[src/rtl/ntcu_pkg.sv]
// package: format codes, register indexes and shared types of the type cast unit
package ntcu_pkg;
    typedef enum logic [1:0] {
        FMT_F32  = 2'd0,
        FMT_I64  = 2'd1,
        FMT_BOOL = 2'd2,
        FMT_F64  = 2'd3
    } t_fmt;

    localparam int REG_SOURCE = 0;
    localparam int REG_TARGET = 1;
    localparam int ADDR_W = 3;
    localparam int DATA_W = 64;

    // kind of work the pipeline does for one item
    typedef enum logic [2:0] {
        OP_PASS,
        OP_F2I,
        OP_TOBOOL,
        OP_F2D,
        OP_RND,
        OP_ZERO
    } t_op;

    // stage 1 to stage 2 payload
    typedef struct packed {
        t_op         op;
        logic        bad;
        logic        neg;
        logic [63:0] mag;
        logic [12:0] sh;      // signed exponent of mag lsb
        logic [63:0] direct;  // result for non-rounding ops
        logic        spec;    // rounding op has a fixed result in direct
    } t_s1;

    // stage 2 to stage 3 payload
    typedef struct packed {
        t_op         op;
        logic        bad;
        logic        neg;
        logic [63:0] norm;    // mag shifted so the top bit is bit 63
        logic [13:0] ebias;   // biased exponent of the top bit
        logic [63:0] direct;
        logic        spec;
        logic        zero;
    } t_s2;
endpackage

[src/rtl/ntcu_stream_if.sv]
// valid/ready stream interface
interface ntcu_stream_if #(parameter int W = 64);
    logic         valid;
    logic         ready;
    logic [W-1:0] data;
    modport source (output valid, output data, input ready);
    modport sink (input valid, input data, output ready);
endinterface

[src/rtl/ntcu_decode.sv]
// stage 1: format decode, direct conversions and setup of the rounding path
module ntcu_decode import ntcu_pkg::*; (
    input  logic [1:0]  i_src,
    input  logic [1:0]  i_dst,
    input  logic [63:0] i_bits,
    output t_s1         o_s1
);
    logic [63:0] x;
    logic [7:0]  e8;
    logic [22:0] m23;
    logic [10:0] e11;
    logic [51:0] m52;
    logic [63:0] v;
    logic [23:0] m24;
    logic [7:0]  lz;

    always_comb begin
        x = i_bits;
        if (i_src == FMT_F32) x = {32'd0, i_bits[31:0]};
        else if (i_src == FMT_BOOL) x = {56'd0, i_bits[7:0]};
        e8  = x[30:23];
        m23 = x[22:0];
        e11 = x[62:52];
        m52 = x[51:0];
        m24 = {1'b1, m23};
        v   = '0;
        lz  = '0;
        o_s1 = '0;
        o_s1.op = OP_ZERO;
        if (i_src == i_dst) begin
            o_s1.op = OP_PASS;
            o_s1.direct = x;
        end else begin
            case ({i_src, i_dst})
                {FMT_F32, FMT_I64}: begin
                    o_s1.op = OP_F2I;
                    if (e8 >= 8'd190) o_s1.direct = 64'h8000_0000_0000_0000;
                    else if (e8 < 8'd127) o_s1.direct = '0;
                    else begin
                        if (e8 >= 8'd150) v = {40'd0, m24} << (e8 - 8'd150);
                        else v = {40'd0, m24} >> (8'd150 - e8);
                        o_s1.direct = x[31] ? (64'd0 - v) : v;
                    end
                end
                {FMT_F32, FMT_BOOL}: begin
                    o_s1.op = OP_TOBOOL;
                    o_s1.direct = {63'd0, |x[30:0]};
                end
                {FMT_I64, FMT_BOOL}: begin
                    o_s1.op = OP_TOBOOL;
                    o_s1.direct = {63'd0, |x};
                end
                {FMT_BOOL, FMT_I64}: begin
                    o_s1.op = OP_PASS;
                    o_s1.direct = x;
                end
                {FMT_F32, FMT_F64}: begin
                    o_s1.op = OP_F2D;
                    if (e8 == 8'hff) begin
                        // payload moves up 29 places, quiet bit forced for nan
                        o_s1.direct = {x[31], 11'h7ff, (m23 != 0) | m23[22], m23[21:0],
                                       29'd0};
                    end else if (e8 == 8'd0) begin
                        if (m23 == 0) o_s1.direct = {x[31], 63'd0};
                        else begin
                            // subnormal: find leading one over 23 bits
                            for (int i = 0; i < 23; i++) begin
                                if (m23[i]) lz = 8'(i);
                            end
                            v = {41'd0, m23} << (8'd52 - lz);
                            o_s1.direct = {x[31], 11'(11'd874 + {3'd0, lz}), v[51:0]};
                        end
                    end else begin
                        o_s1.direct = {x[31], 11'({3'd0, e8} + 11'd896), m23, 29'd0};
                    end
                end
                {FMT_I64, FMT_F32}: begin
                    o_s1.op  = OP_RND;
                    o_s1.neg = x[63];
                    o_s1.mag = x[63] ? (64'd0 - x) : x;
                    o_s1.sh  = '0;
                end
                {FMT_BOOL, FMT_F32}: begin
                    o_s1.op  = OP_RND;
                    o_s1.mag = x;
                    o_s1.sh  = '0;
                end
                {FMT_F64, FMT_F32}: begin
                    o_s1.op  = OP_RND;
                    o_s1.neg = x[63];
                    if (e11 == 11'h7ff) begin
                        o_s1.spec = 1'b1;
                        o_s1.direct = (m52 == 0) ? {32'd0, x[63], 31'h7f80_0000}
                            : {32'd0, x[63], 31'h7fc0_0000 | {8'd0, m52[51:29]}};
                    end else if (e11 == 0) begin
                        o_s1.mag = {12'd0, m52};
                        o_s1.sh  = -13'sd1074;
                    end else begin
                        o_s1.mag = {11'd0, 1'b1, m52};
                        o_s1.sh  = 13'({2'd0, e11} - 13'd1075);
                    end
                end
                default: begin
                    o_s1.op  = OP_ZERO;
                    o_s1.bad = 1'b1;
                end
            endcase
        end
    end
endmodule

[src/rtl/ntcu_normalize.sv]
// stage 2: leading one search and normalizing shift
module ntcu_normalize import ntcu_pkg::*; (
    input  t_s1 i_s1,
    output t_s2 o_s2
);
    logic [5:0] p;
    always_comb begin
        p = '0;
        for (int i = 0; i < 64; i++) begin
            if (i_s1.mag[i]) p = 6'(i);
        end
        o_s2.op     = i_s1.op;
        o_s2.bad    = i_s1.bad;
        o_s2.neg    = i_s1.neg;
        o_s2.direct = i_s1.direct;
        o_s2.spec   = i_s1.spec;
        o_s2.zero   = (i_s1.mag == 0);
        o_s2.norm   = i_s1.mag << (6'd63 - p);
        // biased exponent = p + sh + 127
        o_s2.ebias  = 14'(signed'({1'b0, 7'd0, p}) + {i_s1.sh[12], i_s1.sh} + 14'sd127);
    end
endmodule

[src/rtl/ntcu_round.sv]
// stage 3: denormal alignment, round to nearest even and final select
module ntcu_round import ntcu_pkg::*; (
    input  t_s2         i_s2,
    output logic [63:0] o_bits,
    output logic        o_bad
);
    logic        eb_neg;
    logic [13:0] dsh;
    logic [87:0] w;     // 24 kept bits over 64 dropped bits
    logic [23:0] q;
    logic        hb;
    logic        st;
    logic [24:0] qr;
    logic [31:0] r;
    logic [13:0] eexp;

    always_comb begin
        eb_neg = i_s2.ebias[13];
        // for subnormals shift right by 1 - ebias extra places
        dsh = (eb_neg || i_s2.ebias == 0) ? 14'(14'd1 - i_s2.ebias) : 14'd0;
        if (dsh > 14'd25) w = '0;
        else w = {i_s2.norm, 24'd0} >> dsh[4:0];
        // sticky must see norm low bits shifted out too
        q  = w[87:64];
        hb = w[63];
        st = (|w[62:0]) || ((dsh > 14'd25) && (i_s2.norm != 0));
        if (dsh > 14'd25) st = 1'b1;
        qr = {1'b0, q} + {24'd0, hb && (st || q[0])};
        if (dsh == 0) begin
            eexp = 14'(i_s2.ebias - 14'd1);
            r = (i_s2.ebias >= 14'd255) ? 32'h7f80_0000
                : 32'(({18'd0, eexp} << 23) + {7'd0, qr});
        end else begin
            r = {7'd0, qr};
        end
        if (r >= 32'h7f80_0000) r = 32'h7f80_0000;
        if (!eb_neg && i_s2.ebias >= 14'd255) r = 32'h7f80_0000;
        o_bad = i_s2.bad;
        case (i_s2.op)
            OP_RND: begin
                if (i_s2.spec) o_bits = i_s2.direct;
                else if (i_s2.zero) o_bits = {32'd0, i_s2.neg, 31'd0};
                else o_bits = {32'd0, i_s2.neg, r[30:0]};
            end
            OP_ZERO: o_bits = '0;
            default: o_bits = i_s2.direct;
        endcase
    end
endmodule

[src/rtl/numeric_type_cast_unit.sv]
// top level of the numeric type cast unit
// Converts one 64-bit element per item between float32, int64, bool byte and
// float64, as set by the source_format and target_format registers (APB, byte
// address 4*index); unsupported pairs give zero with the unsupported flag
// set. An item can enter every cycle unless every stage is full and the
// output is not ready; decode, normalize and round each end in a register.
module numeric_type_cast_unit import ntcu_pkg::*; (
    input  logic              i_clk,
    input  logic              i_rst_n,
    ntcu_stream_if.sink       s_in,
    ntcu_stream_if.source     m_out,
    input  logic              psel,
    input  logic              penable,
    input  logic              pwrite,
    input  logic [ADDR_W-1:0] paddr,
    input  logic [31:0]       pwdata,
    output logic [31:0]       prdata,
    output logic              pready
);
    logic [1:0] r_src, r_dst;
    t_s1 n_s1, r_s1;
    t_s2 n_s2, r_s2;
    logic [63:0] n_bits;
    logic n_bad;
    logic [64:0] r_out;
    logic [2:0] r_v;
    logic [2:0] adv;

    assign pready = 1'b1;
    always_comb begin
        case (paddr[ADDR_W-1:2])
            1'(REG_SOURCE): prdata = {30'd0, r_src};
            default:        prdata = {30'd0, r_dst};
        endcase
    end

    // a stage moves when the one after it is empty or moving
    assign adv[2] = !r_v[2] || m_out.ready;
    assign adv[1] = !r_v[1] || adv[2];
    assign adv[0] = !r_v[0] || adv[1];
    assign s_in.ready = adv[0];

    ntcu_decode    u_dec (.i_src(r_src), .i_dst(r_dst), .i_bits(s_in.data), .o_s1(n_s1));
    ntcu_normalize u_nrm (.i_s1(r_s1), .o_s2(n_s2));
    ntcu_round     u_rnd (.i_s2(r_s2), .o_bits(n_bits), .o_bad(n_bad));

    always_ff @(posedge i_clk) begin
        if (!i_rst_n) begin
            r_src <= '0;
            r_dst <= '0;
            r_v   <= '0;
        end else begin
            if (psel && penable && pwrite) begin
                if (paddr == ADDR_W'(4 * REG_SOURCE)) r_src <= pwdata[1:0];
                else if (paddr == ADDR_W'(4 * REG_TARGET)) r_dst <= pwdata[1:0];
            end
            if (adv[0]) r_v[0] <= s_in.valid;
            if (adv[1]) r_v[1] <= r_v[0];
            if (adv[2]) r_v[2] <= r_v[1];
        end
        if (adv[0]) r_s1 <= n_s1;
        if (adv[1]) r_s2 <= n_s2;
        if (adv[2]) r_out <= {n_bad, n_bits};
    end

    assign m_out.valid = r_v[2];
    assign m_out.data  = r_out;
endmodule

[src/flat_wrapper.sv]
// flat-port wrapper written by rule: the top's interface ports become plain ports
module numeric_type_cast_unit_flat import ntcu_pkg::*;
  (i_clk, i_rst_n, psel, penable, pwrite, paddr, pwdata, prdata, pready, s_in_valid, s_in_data, s_in_ready, m_out_valid, m_out_data, m_out_ready);
  ntcu_stream_if #(.W(64)) s_in_i ();
  ntcu_stream_if #(.W(65)) m_out_i ();
  input  logic i_clk;
  input  logic i_rst_n;
  input  logic psel;
  input  logic penable;
  input  logic pwrite;
  input  logic [ADDR_W-1:0] paddr;
  input  logic [31:0] pwdata;
  output logic [31:0] prdata;
  output logic pready;
  input wire logic [$bits(s_in_i.valid)-1:0] s_in_valid;
  input wire logic [$bits(s_in_i.data)-1:0] s_in_data;
  output wire logic [$bits(s_in_i.ready)-1:0] s_in_ready;
  output wire logic [$bits(m_out_i.valid)-1:0] m_out_valid;
  output wire logic [$bits(m_out_i.data)-1:0] m_out_data;
  input wire logic [$bits(m_out_i.ready)-1:0] m_out_ready;
  assign s_in_i.valid = s_in_valid;
  assign s_in_i.data = s_in_data;
  assign s_in_ready = s_in_i.ready;
  assign m_out_valid = m_out_i.valid;
  assign m_out_data = m_out_i.data;
  assign m_out_i.ready = m_out_ready;
  numeric_type_cast_unit u_core (.i_clk(i_clk), .i_rst_n(i_rst_n), .s_in(s_in_i), .m_out(m_out_i), .psel(psel), .penable(penable), .pwrite(pwrite), .paddr(paddr), .pwdata(pwdata), .prdata(prdata), .pready(pready));
endmodule
[config.mk]
export PLATFORM = sky130hd
export DESIGN_NAME = numeric_type_cast_unit_flat
export DESIGN_NICKNAME = d
export VERILOG_FILES = /design/src/rtl/ntcu_pkg.sv /design/src/rtl/ntcu_stream_if.sv /design/src/rtl/ntcu_decode.sv /design/src/rtl/ntcu_normalize.sv /design/src/rtl/ntcu_round.sv /design/src/rtl/numeric_type_cast_unit.sv /design/src/flat_wrapper.sv
export SDC_FILE = /design/constraint.sdc
export NUM_CORES = 2
export LEC_CHECK = 0
export BUFFER_PORTS_ARGS = -buffer_cell sky130_fd_sc_hd__buf_2
export CAP_MARGIN = 15
export CORE_ASPECT_RATIO = 2
export CORE_UTILIZATION = 60
export CTS_BUF_LIST = sky130_fd_sc_hd__clkbuf_16
export DETAILED_ROUTE_END_ITERATION = 8
export HOLD_SLACK_MARGIN = 0.02
export PLACE_DENSITY = 0.87
export SLEW_MARGIN = 10
export SYNTH_ARGS = -nofsm -noshare
export SYNTH_HDL_FRONTEND = slang
export SYNTH_SLANG_ARGS = --single-unit
[constraint.sdc]
create_clock -name i_clk -period 10.4 [get_ports i_clk]
set_input_delay 2.08 -clock i_clk [delete_from_list [all_inputs] [get_ports i_clk]]
set_output_delay 2.08 -clock i_clk [all_outputs]
set_load 0.1 [all_outputs]
==> flow_summary.yaml, run 1 <==
synth:
  synth_top_area_cell: "edfxtp_1"
  ys_types: 106
  muxShareOfSynthArea_pct: 11.1
  yosys.area_share.simple_pct: 20.7
  yosysTopAreaCellShare_pct: 30.2
  ys_seq_elements: 367
  synthAdderAreaFrac_pct: 1.22
  synth_area_leaders: "edfxtp_1, mux2i_1, nand2_1"
  postSynthAreaPerCell_um2: 8.16
  synth_common_cells: "nand2_1, nor2_1, edfxtp_1"
  synth_compound_area_share_pct: 27.5
  ys.flop_type: "edfxtp_1"
  yosys_warnings: 0
  synth_xor_area_share_pct: 2.81
  synthesis.area_um2: 35800
  synth_top_family_by_area: "compound AO/OA/AOI/OAI gates"
  synth_edf_count: 360
  synthMostInstantiatedCell: "nand2_1"
  synthArstFlopShare_pct: 0
  netlist_instances: 4384
  seq_area_frac_synth_pct: 30.6
place:
  io_buffers: 144
  gp_congestion: 1.34
  placed_cells: 5108
  dp_hpwl_um: 143000
global_route:
  grtUsageTotal_pct: 77.0
  grt_pass1_wl_um: 357000
  grt_pass1_vias: 45355
  grt_start_max_net_pins: 82
  grt-ovfl-total: 1491
clock_tree:
  clockBufferDepth: 3
  clock-sinks: 367
  post_cts_resized: 0
  numCtsBuffers: 31
  cts_hold_buf: 0
  post-cts-setup-buffers: 0
  cts_max_level: 1
  cts_root_buffer: "clkbuf_16"
floorplanning:
  rows: 126
  ios: 206
  die_x_um: 175
  start_util_pct: 60.7
  dieHeight_um: 347
run_status:
  status: "did not finish"
  tool.error: "[ERROR GRT-0116] Global routing finished with congestion. Check the congestion regions in the DRC Viewer."
  lastStage: "5_1_grt"
per-layer routing:
metal,overflow,global-route usage [%]
met3,19,55.5
met2,1032,102
met1,10,72.4
met5,6,15.4
met4,424,82.9
cell families after synthesis:
group                    count (synthesis)
XOR/XNOR                               114
buffers and inverters                  500
AND/OR/NAND/NOR                       1530
flip-flops                             367
other                                    2
multiplexers                           375
adder cells (fa/ha/maj)                 34
AO/OA/AOI/OAI                         1462
per-stage QoR:
step	setup WS (ns)	area, um2
3_3_place_gp	1.90	37200
4_1_cts	2.34	38200
2_1_floorplan	2.03	35900
3_5_place_dp	1.85	37200
==> run 2: changes to the inputs <==
Settings changed: CORE_ASPECT_RATIO 2 to not set, CORE_UTILIZATION 60 to 40, CTS_BUF_LIST sky130_fd_sc_hd__clkbuf_16 to not set, HOLD_SLACK_MARGIN 0.02 to not set, PLACE_DENSITY 0.87 to not set, PLACE_DENSITY_LB_ADDON set to 0.15.
==> run 2 against run 1 <==
- the flow now finishes, with violations (design-rule violations)
- synthesized area stayed put
- synthesized cell count unchanged
==> flow_summary.yaml, run 2 <==
finish:
  top_register: "u_core.r_s2"
  final_area_um2: 38700
  syn_to_final_growth_pct: 8.17
  layout_commonest_cell: "nand2_1"
  drive_above_1_share_pct: 11.4
  largest_reg_flops: 149
  final_cell_count_no_fill: 5544
  finalNetCount: 4477
  final_cell_mix: "nand2_1, nor2_1, edfxtp_1"
worst_setup_path:
  r2r-start: "u_core.r_s2[67]"
  critPathArrivalTime_ns: 8.92
  r2r_slack_ns: 1.92
  startpoint_type: "flip-flop"
  crit_end: "u_core.m_out.data[22]"
  worstSetupPathType: "flip-flop to flip-flop"
  slowest_delay_ns: 0.71
  reg2reg_depth: 26
  crit_top_cell: "nand2_1"
  cp_top_family: "simple AND/OR/NAND/NOR gates"
  path_buf_inv: 3
  r2r-end: "u_core.m_out.data[22]"
  slowest_stage: "ha_1"
  worst-endpoint-required_ns: 10.84
  startpoint: "u_core.r_s2[67]"
  cp_max_fo: 27
  cp_num_cells: 26
  endpoint_kind: "flip-flop"
floorplanning:
  die_x_um: 301
  rows: 109
  start_util_pct: 40.4
  core_um2: 88500
  die_area_um2: 90600
  dieHeight_um: 301
  ios: 206
detailed_routing:
  wl_per_cell_um: 29.8
  via_per_inst: 6.77
  drtIter0Drc: 5467
  detail-route-antenna-nets: 0
  drc_errors: 42
  drtPass1Iterations: 9
  drt_wl_total_um: 165000
  num_vias: 37537
global_route:
  grt-ovfl-total: 0
  grt_pass1_wl_um: 237000
  grt_pass1_vias: 33680
  antenna_found_initial: 14
  grtUsageTotal_pct: 35.2
  grt_start_max_net_pins: 80
pwr:
  p_clk_share_pct: 25.4
  ir_drop_uv: 124
  net-switching-power_uw: 2310
  power_frac_comb_pct: 41.6
  swShare_pct: 42.0
  p_per_area_nw_per_um2: 142
  power.share.sequential_pct: 33.0
  p_leak_uw: 0.0150
  p_int_uw: 3190
synth:
  seq_area_frac_synth_pct: 30.6
  synth_edf_count: 360
  synth_top_area_cell: "edfxtp_1"
  netlist_instances: 4384
  synthMostInstantiatedCell: "nand2_1"
  ys_types: 106
  yosysTopAreaCellShare_pct: 30.2
  synth_common_cells: "nand2_1, nor2_1, edfxtp_1"
  synthesis.area_um2: 35800
  synth_area_leaders: "edfxtp_1, mux2i_1, nand2_1"
  postSynthAreaPerCell_um2: 8.16
  synthArstFlopShare_pct: 0
  ys_seq_elements: 367
  ys.flop_type: "edfxtp_1"
  yosys_warnings: 0
timing:
  slew_violations: 0
  worst_pin_slew_ns: 1.17
  timing.fmax_mhz: 118
  whs_ns: 0.413
  finalCritPeriodShare_pct: 81.6
  fin_skew_ns: 0.0193
  postLayoutSetupSlackWorst_ns: 1.92
  slew-limit-headroom_pct: 21.2
  period_needed_ns: 8.48
  finalSetupTns_ns: 0
  finalSetupViolations: 0
  rsz0062_at_grt: "false"
  hold_viol: 0
clock_tree:
  post-cts-setup-buffers: 0
  cts.clk_slew.worst_paths_ns: 0.06
  cts_hold_buf: 0
  numCtsBuffers: 41
  tritoncts: "done"
  clock-sinks: 367
  clockBufferDepth: 3
  cts_root_buffer: "clkbuf_16"
  cts_max_level: 2
  worstSkewPairLatency_ns: 0.59
  post_cts_resized: 0
place:
  placed_area_um2: 37400
  io_buffers: 144
  gp_congestion: 1.05
  dp_hpwl_um: 124000
  pre_cts_slack_ns: 2.05
  placed_cells: 5460
hold_path:
  hold_path_class: "flip-flop to flip-flop"
run_status:
  status: "finished, violations left"
  failed_checks: "design-rule violations"
job:
  cap_violations: 0
==> run 2: final cells by class <==
class,count,area [um2]
Inverter,117,439
Fill cell,8917,49800
Antenna cell,10,25.0
Clock inverter,26,255
Sequential cell,367,11000
Clock buffer,48,1050
Timing Repair Buffer,265,1630
Multi-Input combinational cell,3546,22900
Tap cell,1165,1460
==> run 2: power by group through the flow <==
stage | combinational [uW] | sequential [uW] | clock [uW]
after CTS | 2210 | 1810 | 1430
after detailed placement | 2200 | 1840 | 0
after global placement | 2210 | 1840 | 0
after global routing | 2400 | 1830 | 1480
after floorplan | 1450 | 1910 | 0
final | 2290 | 1820 | 1400
==> run 2: worst min path at each step <==
stage / from / endpoint / slack (ns) / depth (start not counted)
detailed placement: u_core.r_s1[9] / u_core.r_s2[10] / 0.40 / 0
floorplan: u_core.r_s2[145] / u_core.m_out.data[64] / 0.40 / 0
global placement: u_core.r_s1[28] / u_core.r_s2[29] / 0.40 / 0
finish: u_core.r_s1[33] / u_core.r_s2[34] / 0.41 / 0
CTS: u_core.r_s1[12] / u_core.r_s2[13] / 0.41 / 0
global route: u_core.r_s1[12] / u_core.r_s2[13] / 0.42 / 0
==> run 2: stage by stage <==
step                util, %  power, uW
CTS                    43.7       5450
floorplan                 -       3360
detailed placement     42.2       4040
global placement       42.2       4050
finish                 43.7       5500
global route           43.7       5710
==> run 2: logic make-up (layout without fill, tap and decap cells) <==
group	Yosys count	after routing	synth area share, %
buffers and inverters	500	456	6.01
other	2	41	0.0210
AOI/OAI and AO/OA	1462	1462	27.5
xor gates and xnor gates	114	114	2.81
muxes	375	375	11.1
and+or+nand+nor	1530	1530	20.7
adders and majority gates	34	34	1.22
DFF	367	367	30.6
==> run 2: metal layers <==
metal	up-vias	wire length [um]	track usage, %	share of wire (%)
met5	-	59	0	0.036
met4	8	5710	11.0	3.5
met3	325	20500	9.69	12
met2	2488	66400	49.0	40
met1	18034	72300	51.9	44
li1	16682	-	-	-
==> run 2: worst reg2reg max path, stage by stage (launching register included) <==
cell       delay, ns
edfxtp_1        0.38
inv_1           0.62
ha_1            0.72
and3_1          0.40
a21oi_4         0.61
buf_4           0.39
o21ai_1         0.35
or2_2           0.42
a21oi_1         0.19
o211ai_1        0.22
nor4_4          0.50
nor3b_2         0.50
nand3_1         0.21
xnor2_1         0.18
nor2_1          0.06
ha_1            0.21
fa_1            0.44
o2111ai_1       0.16
mux2i_1         0.25
xnor2_1         0.13
nor2_1          0.26
nand2_1         0.09
a21oi_1         0.16
buf_4           0.29
nand2_1         0.18
a311o_1         0.36
nand2_1         0.08
Note: power is estimated with default switching activity, not from simulation.
